### src/design/csd_pkg.sv
`default_nettype none

package csd_pkg;

    localparam int CARD_W         = 4;
    localparam int FIELD_W        = 9;
    localparam int MODE_W         = 2;
    localparam int STATUS_W       = 2;
    localparam int CFG_W          = 4;
    localparam int CARDS_PER_DECK = 52;
    localparam int RANKS          = 13;
    localparam int ACE_VALUE      = 11;
    localparam int FACE_VALUE     = 10;

    localparam logic [CARD_W-1:0] RANK_ACE  = CARD_W'(1);
    localparam logic [CARD_W-1:0] RANK_TEN  = CARD_W'(10);
    localparam logic [CARD_W-1:0] RANK_KING = CARD_W'(RANKS);

    typedef enum logic [MODE_W-1:0] {
        MODE_BUILD   = 2'd0,
        MODE_SHUFFLE = 2'd1,
        MODE_DEAL    = 2'd2,
        MODE_IGNORE  = 2'd3
    } t_mode;

    typedef enum logic [STATUS_W-1:0] {
        STAT_OK    = 2'd0,
        STAT_EMPTY = 2'd1,
        STAT_RANGE = 2'd2
    } t_status;

    typedef enum logic [3:0] {
        S_IDLE,
        S_DECODE,
        S_FILL,
        S_SW_RD_POS,
        S_SW_RD_IDX,
        S_SW_WR_POS,
        S_SW_WR_IDX,
        S_DEAL_RD,
        S_DEAL_CAP,
        S_RESULT
    } t_state;

    typedef enum logic [2:0] {
        RAM_IDLE,
        RAM_RD_POS,
        RAM_RD_IDX,
        RAM_RD_PTR,
        RAM_WR_FILL,
        RAM_WR_POS,
        RAM_WR_IDX
    } t_ram_op;

    typedef struct packed {
        logic    latch_item;
        logic    decode;
        logic    fill_start;
        t_ram_op ram_op;
        logic    hold_card;
        logic    pos_dec;
        logic    deal_take;
        logic    load_result;
    } t_dp_cmd;

    typedef struct packed {
        t_mode mode;
        logic  pos_zero;
        logic  idx_over;
        logic  shoe_empty;
        logic  fill_last;
        logic  out_free;
    } t_dp_status;

    function automatic logic [CARD_W-1:0] card_value(input logic [CARD_W-1:0] rank);
        logic [CARD_W-1:0] v;
        if (rank == RANK_ACE) begin
            v = CARD_W'(ACE_VALUE);
        end else if (rank >= RANK_TEN) begin
            v = CARD_W'(FACE_VALUE);
        end else begin
            v = rank;
        end
        return v;
    endfunction

endpackage

`default_nettype wire

### src/design/csd_in_if.sv
`default_nettype none

interface csd_in_if;
    import csd_pkg::*;

    logic                valid;
    logic                ready;
    logic [MODE_W-1:0]   mode;
    logic [FIELD_W-1:0]  swap_index;

    modport source (output valid, output mode, output swap_index, input ready);
    modport sink   (input valid, input mode, input swap_index, output ready);
endinterface

`default_nettype wire

### src/design/csd_out_if.sv
`default_nettype none

interface csd_out_if;
    import csd_pkg::*;

    logic                valid;
    logic                ready;
    logic [CARD_W-1:0]   card_rank;
    logic [CARD_W-1:0]   card_value;
    logic [STATUS_W-1:0] status;
    logic [FIELD_W-1:0]  cards_left;
    logic                shuffle_done;

    modport source (output valid, output card_rank, output card_value, output status,
                    output cards_left, output shuffle_done, input ready);
    modport sink   (input valid, input card_rank, input card_value, input status,
                    input cards_left, input shuffle_done, output ready);
endinterface

`default_nettype wire

### src/design/csd_ram.sv
`default_nettype none

module csd_ram #(
    parameter int WIDTH = 4,
    parameter int DEPTH = 416
) (
    input  wire logic                     i_clk,
    input  wire logic                     i_we,
    input  wire logic [$clog2(DEPTH)-1:0] i_addr,
    input  wire logic [WIDTH-1:0]         i_wdata,
    output logic      [WIDTH-1:0]         o_rdata
);

    logic [WIDTH-1:0] r_mem [DEPTH];
    logic [WIDTH-1:0] r_rdata;

    always_ff @(posedge i_clk) begin
        if (i_we) begin
            r_mem[i_addr] <= i_wdata;
        end else begin
            r_rdata <= r_mem[i_addr];
        end
    end

    assign o_rdata = r_rdata;

endmodule

`default_nettype wire

### src/design/csd_ctrl.sv
`default_nettype none

module csd_ctrl (
    input  wire logic                i_clk,
    input  wire logic                i_rst_n,
    input  wire logic                i_in_valid,
    output logic                     o_in_ready,
    input  wire csd_pkg::t_dp_status i_status,
    output csd_pkg::t_dp_cmd         o_cmd
);
    import csd_pkg::*;

    t_state r_state;
    t_state n_state;

    always_ff @(posedge i_clk) begin
        if (!i_rst_n) begin
            r_state <= S_IDLE;
        end else begin
            r_state <= n_state;
        end
    end

    always_comb begin
        n_state    = r_state;
        o_in_ready = 1'b0;
        o_cmd      = '0;
        o_cmd.ram_op = RAM_IDLE;
        case (r_state)
            S_IDLE: begin
                o_in_ready = 1'b1;
                if (i_in_valid) begin
                    o_cmd.latch_item = 1'b1;
                    n_state = S_DECODE;
                end
            end
            S_DECODE: begin
                o_cmd.decode = 1'b1;
                case (i_status.mode)
                    MODE_BUILD: begin
                        o_cmd.fill_start = 1'b1;
                        n_state = S_FILL;
                    end
                    MODE_SHUFFLE: begin
                        if (i_status.pos_zero || i_status.idx_over) begin
                            n_state = S_RESULT;
                        end else begin
                            n_state = S_SW_RD_POS;
                        end
                    end
                    MODE_DEAL: begin
                        if (i_status.shoe_empty) begin
                            n_state = S_RESULT;
                        end else begin
                            n_state = S_DEAL_RD;
                        end
                    end
                    default: begin
                        n_state = S_RESULT;
                    end
                endcase
            end
            S_FILL: begin
                o_cmd.ram_op = RAM_WR_FILL;
                if (i_status.fill_last) begin
                    n_state = S_RESULT;
                end
            end
            S_SW_RD_POS: begin
                o_cmd.ram_op = RAM_RD_POS;
                n_state = S_SW_RD_IDX;
            end
            S_SW_RD_IDX: begin
                // card at the position arrives now; park it while idx is read
                o_cmd.ram_op    = RAM_RD_IDX;
                o_cmd.hold_card = 1'b1;
                n_state = S_SW_WR_POS;
            end
            S_SW_WR_POS: begin
                o_cmd.ram_op = RAM_WR_POS;
                n_state = S_SW_WR_IDX;
            end
            S_SW_WR_IDX: begin
                o_cmd.ram_op  = RAM_WR_IDX;
                o_cmd.pos_dec = 1'b1;
                n_state = S_RESULT;
            end
            S_DEAL_RD: begin
                o_cmd.ram_op = RAM_RD_PTR;
                n_state = S_DEAL_CAP;
            end
            S_DEAL_CAP: begin
                o_cmd.deal_take = 1'b1;
                n_state = S_RESULT;
            end
            S_RESULT: begin
                if (i_status.out_free) begin
                    o_cmd.load_result = 1'b1;
                    n_state = S_IDLE;
                end
            end
            default: begin
                n_state = S_IDLE;
            end
        endcase
    end

endmodule

`default_nettype wire

### src/design/csd_dp.sv
`default_nettype none

module csd_dp #(
    parameter int MAX_DECKS = 8
) (
    input  wire logic                       i_clk,
    input  wire logic                       i_rst_n,
    input  wire logic                       i_cfg_we,
    input  wire logic [csd_pkg::CFG_W-1:0]  i_cfg_wdata,
    input  wire logic [csd_pkg::MODE_W-1:0] i_mode,
    input  wire logic [csd_pkg::FIELD_W-1:0] i_swap_index,
    input  wire csd_pkg::t_dp_cmd           i_cmd,
    output csd_pkg::t_dp_status             o_status,
    csd_out_if.source                       o_out
);
    import csd_pkg::*;

    localparam int DEPTH = MAX_DECKS * CARDS_PER_DECK;
    localparam int RW    = $clog2(DEPTH);
    localparam int AW    = $clog2(DEPTH + 1);
    localparam int CW    = (AW > FIELD_W) ? AW : FIELD_W;
    localparam int DW    = $clog2(MAX_DECKS + 1);
    localparam int DCW   = (DW > CFG_W) ? DW : CFG_W;

    logic [CFG_W-1:0]   r_deck_count;
    t_mode              r_mode;
    logic [FIELD_W-1:0] r_swap_index;
    logic [AW-1:0]      r_pos;
    logic [AW-1:0]      r_ptr;
    logic [AW-1:0]      r_remaining;
    logic [AW-1:0]      r_size;
    logic [AW-1:0]      r_fill_addr;
    logic [CARD_W-1:0]  r_fill_rank;
    logic [CARD_W-1:0]  r_card;
    t_status            r_status;
    logic [CARD_W-1:0]  r_rank;
    logic               r_out_valid;
    logic [CARD_W-1:0]  r_out_rank;
    logic [CARD_W-1:0]  r_out_value;
    t_status            r_out_status;
    logic [FIELD_W-1:0] r_out_left;
    logic               r_out_done;

    logic [DCW-1:0]     deck_ext;
    logic [DCW-1:0]     decks_eff;
    logic [AW-1:0]      new_size;
    logic [CW-1:0]      idx_ext;
    logic [CW-1:0]      rem_ext;
    logic               idx_over;
    logic               ram_we;
    logic [RW-1:0]      ram_addr;
    logic [CARD_W-1:0]  ram_wdata;
    logic [CARD_W-1:0]  ram_rdata;

    // deck count 0 means one deck, large counts clip to the store size
    always_comb begin
        deck_ext = DCW'(r_deck_count);
        if (deck_ext == '0) begin
            decks_eff = DCW'(1);
        end else if (deck_ext > DCW'(MAX_DECKS)) begin
            decks_eff = DCW'(MAX_DECKS);
        end else begin
            decks_eff = deck_ext;
        end
        new_size = AW'(decks_eff) * AW'(CARDS_PER_DECK);
    end

    assign idx_ext  = CW'(r_swap_index);
    assign rem_ext  = CW'(r_remaining);
    assign idx_over = idx_ext > CW'(r_pos);

    always_comb begin
        ram_we    = 1'b0;
        ram_addr  = '0;
        ram_wdata = r_fill_rank;
        case (i_cmd.ram_op)
            RAM_RD_POS: begin
                ram_addr = r_pos[RW-1:0];
            end
            RAM_RD_IDX: begin
                ram_addr = idx_ext[RW-1:0];
            end
            RAM_RD_PTR: begin
                ram_addr = r_ptr[RW-1:0];
            end
            RAM_WR_FILL: begin
                ram_we   = 1'b1;
                ram_addr = r_fill_addr[RW-1:0];
            end
            RAM_WR_POS: begin
                ram_we    = 1'b1;
                ram_addr  = r_pos[RW-1:0];
                ram_wdata = ram_rdata;
            end
            RAM_WR_IDX: begin
                ram_we    = 1'b1;
                ram_addr  = idx_ext[RW-1:0];
                ram_wdata = r_card;
            end
            default: begin
                ram_we = 1'b0;
            end
        endcase
    end

    csd_ram #(
        .WIDTH (CARD_W),
        .DEPTH (DEPTH)
    ) u_store (
        .i_clk   (i_clk),
        .i_we    (ram_we),
        .i_addr  (ram_addr),
        .i_wdata (ram_wdata),
        .o_rdata (ram_rdata)
    );

    always_ff @(posedge i_clk) begin
        if (!i_rst_n) begin
            r_deck_count <= CFG_W'(1);
            r_pos        <= '0;
            r_ptr        <= '0;
            r_remaining  <= '0;
            r_size       <= '0;
            r_fill_addr  <= '0;
            r_out_valid  <= 1'b0;
        end else begin
            if (i_cfg_we) begin
                r_deck_count <= i_cfg_wdata;
            end
            if (i_cmd.fill_start) begin
                r_size      <= new_size;
                r_remaining <= new_size;
                r_pos       <= new_size - AW'(1);
                r_ptr       <= '0;
                r_fill_addr <= '0;
            end
            if (i_cmd.ram_op == RAM_WR_FILL) begin
                r_fill_addr <= r_fill_addr + AW'(1);
            end
            if (i_cmd.pos_dec) begin
                r_pos <= r_pos - AW'(1);
            end
            if (i_cmd.deal_take) begin
                r_ptr       <= r_ptr + AW'(1);
                r_remaining <= r_remaining - AW'(1);
            end
            if (i_cmd.load_result) begin
                r_out_valid <= 1'b1;
            end else if (o_out.ready) begin
                r_out_valid <= 1'b0;
            end
        end
    end

    always_ff @(posedge i_clk) begin
        if (i_cmd.latch_item) begin
            r_mode       <= t_mode'(i_mode);
            r_swap_index <= i_swap_index;
        end
        if (i_cmd.fill_start) begin
            r_fill_rank <= RANK_ACE;
        end else if (i_cmd.ram_op == RAM_WR_FILL) begin
            r_fill_rank <= (r_fill_rank == RANK_KING) ? RANK_ACE : r_fill_rank + CARD_W'(1);
        end
        if (i_cmd.hold_card) begin
            r_card <= ram_rdata;
        end
        if (i_cmd.decode) begin
            r_rank <= '0;
            if (r_mode == MODE_SHUFFLE && r_pos != '0 && idx_over) begin
                r_status <= STAT_RANGE;
            end else if (r_mode == MODE_DEAL && r_remaining == '0) begin
                r_status <= STAT_EMPTY;
            end else begin
                r_status <= STAT_OK;
            end
        end
        if (i_cmd.deal_take) begin
            r_rank <= ram_rdata;
        end
        if (i_cmd.load_result) begin
            r_out_rank   <= r_rank;
            r_out_value  <= card_value(r_rank);
            r_out_status <= r_status;
            r_out_left   <= rem_ext[FIELD_W-1:0];
            r_out_done   <= (r_pos == '0);
        end
    end

    always_comb begin
        o_status.mode       = r_mode;
        o_status.pos_zero   = (r_pos == '0);
        o_status.idx_over   = idx_over;
        o_status.shoe_empty = (r_remaining == '0);
        o_status.fill_last  = (r_fill_addr == r_size - AW'(1));
        o_status.out_free   = !r_out_valid || o_out.ready;
    end

    assign o_out.valid        = r_out_valid;
    assign o_out.card_rank    = r_out_rank;
    assign o_out.card_value   = r_out_value;
    assign o_out.status       = r_out_status;
    assign o_out.cards_left   = r_out_left;
    assign o_out.shuffle_done = r_out_done;

endmodule

`default_nettype wire

### src/design/card_shoe_shuffle_deal.sv
// channel | dir | handshake    | word
// i_in    | in  | valid/ready  | mode, swap_index
// o_out   | out | valid/ready  | card_rank, card_value, status, cards_left, shuffle_done
// i_cfg   | in  | write enable | deck_count (4 bits)
//
// A build writes 52 cards per deck used (one store write a cycle); a swapping shuffle step
// makes two reads and two writes through the single-port card store; a dealt card takes one
// registered store read; empty deals, rejected or idle shuffle steps and mode 3 touch no
// store and go straight to the result.
// The result register lets the next word in while a result waits; a stalled
// output holds the block in its result state until the slot frees.
// Reset is synchronous; the card store is not cleared and is only read after a build.
`default_nettype none

module card_shoe_shuffle_deal #(
    parameter int MAX_DECKS = 8
) (
    input  wire logic                       i_clk,
    input  wire logic                       i_rst_n,
    input  wire logic                       i_cfg_we,
    input  wire logic [csd_pkg::CFG_W-1:0]  i_cfg_wdata,
    csd_in_if.sink                          i_in,
    csd_out_if.source                       o_out
);
    import csd_pkg::*;

    t_dp_cmd    cmd;
    t_dp_status dp_status;
    logic       in_ready;

    csd_ctrl u_ctrl (
        .i_clk      (i_clk),
        .i_rst_n    (i_rst_n),
        .i_in_valid (i_in.valid),
        .o_in_ready (in_ready),
        .i_status   (dp_status),
        .o_cmd      (cmd)
    );

    csd_dp #(
        .MAX_DECKS (MAX_DECKS)
    ) u_dp (
        .i_clk        (i_clk),
        .i_rst_n      (i_rst_n),
        .i_cfg_we     (i_cfg_we),
        .i_cfg_wdata  (i_cfg_wdata),
        .i_mode       (i_in.mode),
        .i_swap_index (i_in.swap_index),
        .i_cmd        (cmd),
        .o_status     (dp_status),
        .o_out        (o_out)
    );

    assign i_in.ready = in_ready;

endmodule

`default_nettype wire

### src/flat_wrapper.sv
// flat-port wrapper written by rule: the top's interface ports become plain ports
module card_shoe_shuffle_deal_flat import csd_pkg::*;
#(
    parameter int MAX_DECKS = 8
)
  (i_clk, i_rst_n, i_cfg_we, i_cfg_wdata, i_in_valid, i_in_mode, i_in_swap_index, i_in_ready, o_out_valid, o_out_card_rank, o_out_card_value, o_out_status, o_out_cards_left, o_out_shuffle_done, o_out_ready);
  csd_in_if i_in_i ();
  csd_out_if o_out_i ();
  input  wire logic i_clk;
  input  wire logic i_rst_n;
  input  wire logic i_cfg_we;
  input  wire logic [csd_pkg::CFG_W-1:0] i_cfg_wdata;
  input wire logic [$bits(i_in_i.valid)-1:0] i_in_valid;
  input wire logic [$bits(i_in_i.mode)-1:0] i_in_mode;
  input wire logic [$bits(i_in_i.swap_index)-1:0] i_in_swap_index;
  output wire logic [$bits(i_in_i.ready)-1:0] i_in_ready;
  output wire logic [$bits(o_out_i.valid)-1:0] o_out_valid;
  output wire logic [$bits(o_out_i.card_rank)-1:0] o_out_card_rank;
  output wire logic [$bits(o_out_i.card_value)-1:0] o_out_card_value;
  output wire logic [$bits(o_out_i.status)-1:0] o_out_status;
  output wire logic [$bits(o_out_i.cards_left)-1:0] o_out_cards_left;
  output wire logic [$bits(o_out_i.shuffle_done)-1:0] o_out_shuffle_done;
  input wire logic [$bits(o_out_i.ready)-1:0] o_out_ready;
  assign i_in_i.valid = i_in_valid;
  assign i_in_i.mode = i_in_mode;
  assign i_in_i.swap_index = i_in_swap_index;
  assign i_in_ready = i_in_i.ready;
  assign o_out_valid = o_out_i.valid;
  assign o_out_card_rank = o_out_i.card_rank;
  assign o_out_card_value = o_out_i.card_value;
  assign o_out_status = o_out_i.status;
  assign o_out_cards_left = o_out_i.cards_left;
  assign o_out_shuffle_done = o_out_i.shuffle_done;
  assign o_out_i.ready = o_out_ready;
  card_shoe_shuffle_deal #(.MAX_DECKS(MAX_DECKS)) u_core (.i_clk(i_clk), .i_rst_n(i_rst_n), .i_cfg_we(i_cfg_we), .i_cfg_wdata(i_cfg_wdata), .i_in(i_in_i), .o_out(o_out_i));
endmodule
### config.mk
export PLATFORM = sky130hd
export DESIGN_NAME = card_shoe_shuffle_deal_flat
export DESIGN_NICKNAME = d
export VERILOG_FILES = /design/src/design/csd_pkg.sv /design/src/design/csd_in_if.sv /design/src/design/csd_out_if.sv /design/src/design/csd_ram.sv /design/src/design/csd_ctrl.sv /design/src/design/csd_dp.sv /design/src/design/card_shoe_shuffle_deal.sv /design/src/flat_wrapper.sv
export SDC_FILE = /design/constraint.sdc
export NUM_CORES = 2
export LEC_CHECK = 0
export BUFFER_PORTS_ARGS = -buffer_cell sky130_fd_sc_hd__buf_2
export CAP_MARGIN = 0
export CORE_MARGIN = 5
export CORE_UTILIZATION = 39
export CTS_CLUSTER_DIAMETER = 200
export DETAILED_ROUTE_END_ITERATION = 16
export GPL_ROUTABILITY_DRIVEN = 0
export MAX_ROUTING_LAYER = met4
export PLACE_DENSITY_LB_ADDON = 0.2
export SLEW_MARGIN = 10
export SYNTH_ARGS = -nofsm -noshare
export SYNTH_HDL_FRONTEND = slang
export SYNTH_HIERARCHICAL = 1
export SYNTH_SLANG_ARGS = --single-unit
### constraint.sdc
create_clock -name i_clk -period 18.75 [get_ports i_clk]
set_input_delay 2.8125 -clock i_clk [delete_from_list [all_inputs] [get_ports i_clk]]
set_output_delay 2.8125 -clock i_clk [all_outputs]
set_load 0.02 [all_outputs]
== Word level (Yosys, flattened, before mapping) ==
Memories as Yosys holds them, arrays and structs flattened. A register that Yosys moved wholly into a read port is not among the register bits.
Cells that the tools add are included.
Operators by class
  $add $sub $neg: 7
  $mul: 1
  divide/modulo/power cells: 0
  $lt $le $gt $ge: 3
  equal/unequal tests: 23
  shift operators: 0
  multiplexer cells: 39
  bitwise gates (word level): 0
  reductions and logical operators: 24
Operator list (count)
  2-to-1 mux 9 bit: 7
  2-to-1 mux 4 bit: 10
  one-hot mux 4 bit (9 select lines): 1
  one-hot mux 9 bit (4 select lines): 1
  subtractor 9 x 1 -> 9 bit (second input constant): 4
  adder 9 x 1 -> 9 bit (second input constant): 2
  zero test 9 bit: 2
  one-hot mux 3 bit (6 select lines): 1
  equality test 4 x 3 -> 1 bit (second input constant): 4
  2-to-1 mux 1 bit: 16
  equality test 4 bit (second input constant): 3
  one-hot mux 4 bit (3 select lines): 1
  nonzero test 2 bit: 5
  equality test 3 bit (second input constant): 3
  equality test 9 bit: 1
  > comparator 9 bit: 1
  nonzero test 9 bit: 1
  equality test 4 x 1 -> 1 bit (second input constant): 2
  equality test 4 x 2 -> 1 bit (second input constant): 2
  zero test 4 bit: 2
  one-hot mux 4 bit (2 select lines): 1
  OR reduction 2 bit: 4
  multiplier 4 x 4 -> 7 bit (second input constant): 1
  equality test 3 x 2 -> 1 bit (second input constant): 2
  other kinds (15): 20
Word-level totals
  flip-flop bits (word level): 97
  latch bits: 0
  memory bits (writable): 1664
  memory bits (read-only): 0
  output and inout bits: 22
  logic and storage cells: 118
  memories kept: 1
Memory list
  u_core.u_dp.u_store.r_mem: words 416, bits a word 4, read ports 1, clocked after memory_dff 1, write ports 1, RTL line csd_ram.sv:14  | logic [WIDTH-1:0] r_mem [DEPTH];

== Longest topological paths before layout ==
  depth after elaboration: 7
  depth in mapped cells: 23
  depth with buffers taken out: 14

== Hierarchy ==
The synthesis kept the hierarchy.
By module, submodules not included
  csd_ram: instances 1, cells each 3427, area an instance 65890.7 µm², sequential area each 50088.0 µm²
  csd_dp: instances 1, cells each 515, area an instance 4956.0 µm², sequential area each 2272.2 µm²
  csd_ctrl: instances 1, cells each 50, area an instance 396.6 µm², sequential area each 80.1 µm²

== Worst setup path before layout ==
No wires, ideal clock.
  path kind: register to register
  from: register u_core.u_ctrl.r_state[0]
  to: memory u_core.u_dp.u_store.r_mem[0][2], data pin
  setup time: 1.280 ns
  data arrival time: 7.002 ns
  path slack: 10.468 ns
  stages on the path, launching flop included: 8
  buffers on the path: 2
  clock period less this slack: 8.282 ns
  path through: dfxtp_1 clkbuf_1 nor2b_1 nor2b_1 ha_1 clkbuf_1 a22o_1 a22o_1
RTL lines
  from (decl): RTL line csd_ctrl.sv:13  | t_state r_state;
  from (signal assigned): RTL line csd_ctrl.sv:20  | r_state <= n_state;
  to (decl): RTL line csd_ram.sv:14

==> results.txt <==
- Total buffers and inverters traversed by the critical path: 3
* Die Span X: 437 µm
- Counting every instance in the synthesized netlist gives 3992.
- Arithmetic-cell share of the synthesized area counting full adders, half adders and majority gates: 0.520%
* Number of buffers inserted to repair setup after CTS: 0
- Traced cell by cell, the critical path runs through nand3b_1 > a21oi_1 > and2_1 > o21ai_0 > nand3_4 > buf_4 > buf_4 > buf_12 > mux4_2 > nand4_1 > o221ai_1 > a21oi_1 > o211ai_1 > nor4b_1 > nand4_1.
- The worst setup path is captured at a register.
- After clock tree synthesis, the clock-pin slew on the worst setup and hold paths is 0.06 ns.
* End of the worst register-to-register path: u_core/u_dp/u_store/o_rdata[2]
- In the finished design, the share of the clock period the worst path needs comes to 40.6%.
- In this run the remaining antenna-violating nets after routing total 0.
- Sinks on Clock Net: 1765
- The internal portion of the total power is 7.00 mW.
- For this run, design rule violations remaining after detail routing come to 0.
* Slowest stage cell, crit path: sky130_fd_sc_hd__nor4b_1
- After routing, the total negative slack on setup checks comes to 0 ns.
- Number of fillers in the final layout: 15600
- Synthesis inferred 1765 register bits.
* Sequential area share after synthesis: 73.6%
- The number of global-route vias before repair came to 38400.
* Largest buffer count on any clock path: 3
- Global-route wire length before repair: 284000 µm
- The synthesized netlist contains 85 unique library cells.
- Yosys Warn Count: 6
- Power per Cell Area: 115 mW/mm²
- Initial core utilization: 39.3%
- Root Driver: sky130_fd_sc_hd__clkbuf_16
- Mux contribution to synthesized area: 13.5%
- For the worst-skew pair, the clock arrives at the later sink with an insertion delay of 0.82 ns.
* Xor/xnor cell area share of the yosys netlist: 0.204%
- The worst-case IR drop observed on VDD is 112 µV.
- Tightest hold margin: 0.419 ns
- The share of total power dissipated in combinational logic is 8.9%.
- In this run the biggest area consumer among cell types represents 72.0% of the synthesized area.
- Hold Path Class: reg2reg
- Headroom to the max-slew limit came out at 16.8%.
- R2R cell count: 15
* Core region area: 0.181 mm²
- Total grt overflow: 0
- Area overhead of the layout relative to synthesis: 12.4%
* Setup slack on the worst flop-to-flop path: 11.14 ns
- The initial antenna violation count was 13.
- The largest single stage delay on the critical path is 0.93 ns.
- Critical Path Source Type: register
- For this design the top-level I/O count stands at 42.
- Along the worst path, the maximum fanout reaches 91.
- Highest attainable clock frequency: 131 MHz
* Number of max-cap violations: 0
- Status: complete, no violations
* Sequential fraction of design power: 52.2%
* Start point of the critical path: u_core/u_ctrl/r_state[0]
- The final layout contains routed wiring with a total length of 199000 µm.
- Power share of the clock group: 38.9%
- The smallest clock period supported by the final layout is computed as 7.61 ns.
- TritonCTS built the clock tree.
* Number of hold buffers added after cts: 0
* Number of core rows: 156
- Switching component of the power: 2.24 mW
- Among cell families on the critical path, the largest total delay comes from simple AND/OR/NAND/NOR gates.
- Combinational family with the most area after synthesis: multiplexers
- Arrival time worst endpoint: 8.14 ns
* Largest cells by area after synthesis: sky130_fd_sc_hd__edfxtp_1 (72%), sky130_fd_sc_hd__mux4_2 (10%), sky130_fd_sc_hd__mux2i_1 (2.8%)
* Worst EP required: 19.27 ns
- Post-synthesis cell type with the largest combined area: sky130_fd_sc_hd__edfxtp_1
- Summing the areas of all compound-gate instances in the mapped netlist gives 4.50% of the synthesized area.
- DR vias/cell: 5.88
- The floorplan step defined a die boundary enclosing 0.191 mm².
* Grt met2 use: 32.9%
- The number of nets in the synthesized netlist is 4041.
* Leakage dissipation: 23.0 nW
* Ys async rst share: 0%
* Ys flop type: sky130_fd_sc_hd__edfxtp_1
- The final number of hold-violating endpoints came to 0.
- Met3 usage: 3.66%
- Entering global routing, the biggest net connects 220 pins.
- Iteration count of the initial detailed-routing pass: 5
- Final setup skew: 0.0310 ns
* Netlist area before placement: 0.0712 mm²
- Overall Global Routing Usage: 21.0%
- The synthesized netlist devotes 5.64% of its cell area to simple gates.
* Number of port buffers: 41
- Net switching is 24.3% of the power.
- The post-route netlist has 18.8% of its cells at a drive strength greater than 1.
- Number of clock buffers inserted by TritonCTS: 185
* Type of the worst setup path: reg2reg
- CTS built an H-tree with a depth of 4.
* Startpoint of the worst-slack reg-to-reg timing path: u_core/u_ctrl/r_state[0]
- Ranked by instance count, the synthesized netlist is headed by sky130_fd_sc_hd__edfxtp_1 (1709), sky130_fd_sc_hd__nor2_1 (495), sky130_fd_sc_hd__mux4_2 (323).
* GRT Max-Usage Layer: met2
- Post-synth EDFFs: 1709
- Syn avg cell area: 17.8 µm²
* Routed wire per std cell: 30.1 µm
* Gates resized, CTS repair: 0
* Post-DP HPWL: 118000 µm
- M1 GR Usage: 28.9%
* Setup repair after global routing missed its margin: false
- For the pin with the worst max-slew slack, the measured transition is 1.25 ns.
- The number of max-slew violations in the final report was 0.
* Initial DRC count: 4167
- Final-stage net count: 4112
- Endpoints failing setup: 0
* Critical Path End: u_core/u_dp/u_store/o_rdata[2]
* Cell with the most instances after synthesis: sky130_fd_sc_hd__edfxtp_1
- Total number of cells along the worst setup path: 15
- Chip height: 437 µm
* DR vias: 38800
## cells by family after synthesis
kind of cell,count (synthesis)
AOI/OAI and AO/OA,456
and+or+nand+nor,886
xor gates and xnor gates,15
adders and majority gates,29
muxes,554
buffers and inverters,287
DFF,1765
## state kept, by name, summed over array words and instances, names as in the netlist
name and cells:
u_core/u_dp/r_rank 4, u_core/u_dp/idx_ext 9, u_core/u_dp/r_fill_addr 9, u_core/u_dp/u_store/r_mem 1664, u_core/u_dp/r_pos 9, u_core/u_dp/o_out.card_rank 4
u_core/u_ctrl/r_state 4, u_core/u_dp/r_mode 2, u_core/u_dp/r_fill_rank 4, u_core/u_dp/r_ptr 9, u_core/u_dp/o_out.card_value 4, u_core/u_dp/o_out.status 2
u_core/u_dp/r_remaining 9, u_core/u_dp/o_out.shuffle_done 1, u_core/u_dp/o_out.valid 1, u_core/u_dp/r_status 2, u_core/u_dp/r_size 7, u_core/u_dp/r_card 4
u_core/u_dp/u_store/o_rdata 4, u_core/u_dp/o_out.cards_left 9, u_core/u_dp/deck_ext 4
## power by group through the flow
stage	Sequential, mW	Clock [mW]	Combinational [mW]
floorplan	5.01	0	0.474
global placement	4.90	0	0.809
detailed placement	4.90	0	0.834
CTS	4.82	3.67	0.832
global route	4.83	3.84	0.895
finish	4.82	3.60	0.822
## final cells by class
type                    instances  area, µm²  area share [%]
flip-flops and latches       1765      52400            65.5
repair buffers                136        968            1.21
clock buffers                 229       4900            6.12
clock inverters               116       1050            1.31
well taps                    2370       2970            3.70
multi-input cells            1940      17600            22.0
inverters                      35        131           0.164
diodes                          1       2.50         0.00313
## worst min-delay path by stage
| stage | startpoint | endpoint | slack (ns) | depth (start not counted) |
|---|---|---|---|---|
| 4_1_cts | u_core/u_dp/r_status[1] | u_core/u_dp/o_out.status[1] | 0.42 | 0 |
| 6_report | u_core/u_dp/r_status[0] | u_core/u_dp/o_out.status[0] | 0.42 | 0 |
| 5_1_grt | u_core/u_dp/r_status[1] | u_core/u_dp/o_out.status[1] | 0.43 | 0 |
| 3_3_place_gp | u_core/u_dp/r_status[1] | u_core/u_dp/o_out.status[1] | 0.40 | 0 |
| 2_1_floorplan | u_core/u_dp/r_status[0] | u_core/u_dp/o_out.status[0] | 0.40 | 0 |
| 3_5_place_dp | u_core/u_dp/r_status[0] | u_core/u_dp/o_out.status[0] | 0.41 | 0 |
## per-stage QoR
step                setup WS (ns)  instances  total power [mW]  util, %  area, µm²
floorplan                   10.47       3992              5.49        -      71200
global placement            11.49       6246              5.71     40.9      74100
detailed placement          11.36       6246              5.74     40.9      74100
CTS                         11.34       6591              9.32     44.1      80000
global route                10.82       6592              9.56     44.1      80000
finish                      11.14       6592              9.24     44.1      80000
## layer usage
| layer | part of all wire, % | wire length, µm | vias up |
|---|---|---|---|
| li1 | - | - | 16200 |
| met1 | 43 | 84700 | 20700 |
| met2 | 48 | 95000 | 1575 |
| met3 | 7.3 | 14400 | 270 |
| met4 | 2.3 | 4520 | 0 |
| met5 | 0 | 0 | - |
## placed cells by master, fill, tap and decap left out, types with 18 or more instances in the layout
cell	count
sky130_fd_sc_hd__dfxtp_1	56
sky130_fd_sc_hd__a31oi_1	18
sky130_fd_sc_hd__clkinv_2	30
sky130_fd_sc_hd__nand3_1	49
sky130_fd_sc_hd__a21oi_1	80
sky130_fd_sc_hd__mux2_2	27
sky130_fd_sc_hd__o22ai_1	27
sky130_fd_sc_hd__mux2i_1	201
sky130_fd_sc_hd__nor3_1	32
sky130_fd_sc_hd__buf_2	41
sky130_fd_sc_hd__a211oi_1	23
sky130_fd_sc_hd__clkbuf_16	190
sky130_fd_sc_hd__a22o_1	22
sky130_fd_sc_hd__nand4_1	24
sky130_fd_sc_hd__inv_1	31
sky130_fd_sc_hd__edfxtp_1	1709
sky130_fd_sc_hd__buf_4	91
sky130_fd_sc_hd__a22oi_1	117
sky130_fd_sc_hd__nand2b_1	22
sky130_fd_sc_hd__nand2_1	109
sky130_fd_sc_hd__nor2_1	492
sky130_fd_sc_hd__clkinv_1	57
sky130_fd_sc_hd__o21ai_0	48
sky130_fd_sc_hd__clkbuf_1	39
sky130_fd_sc_hd__ha_1	28
sky130_fd_sc_hd__a221oi_1	18
sky130_fd_sc_hd__mux4_2	323
sky130_fd_sc_hd__nor2b_1	28
Note: power is estimated with default switching activity, not from simulation.
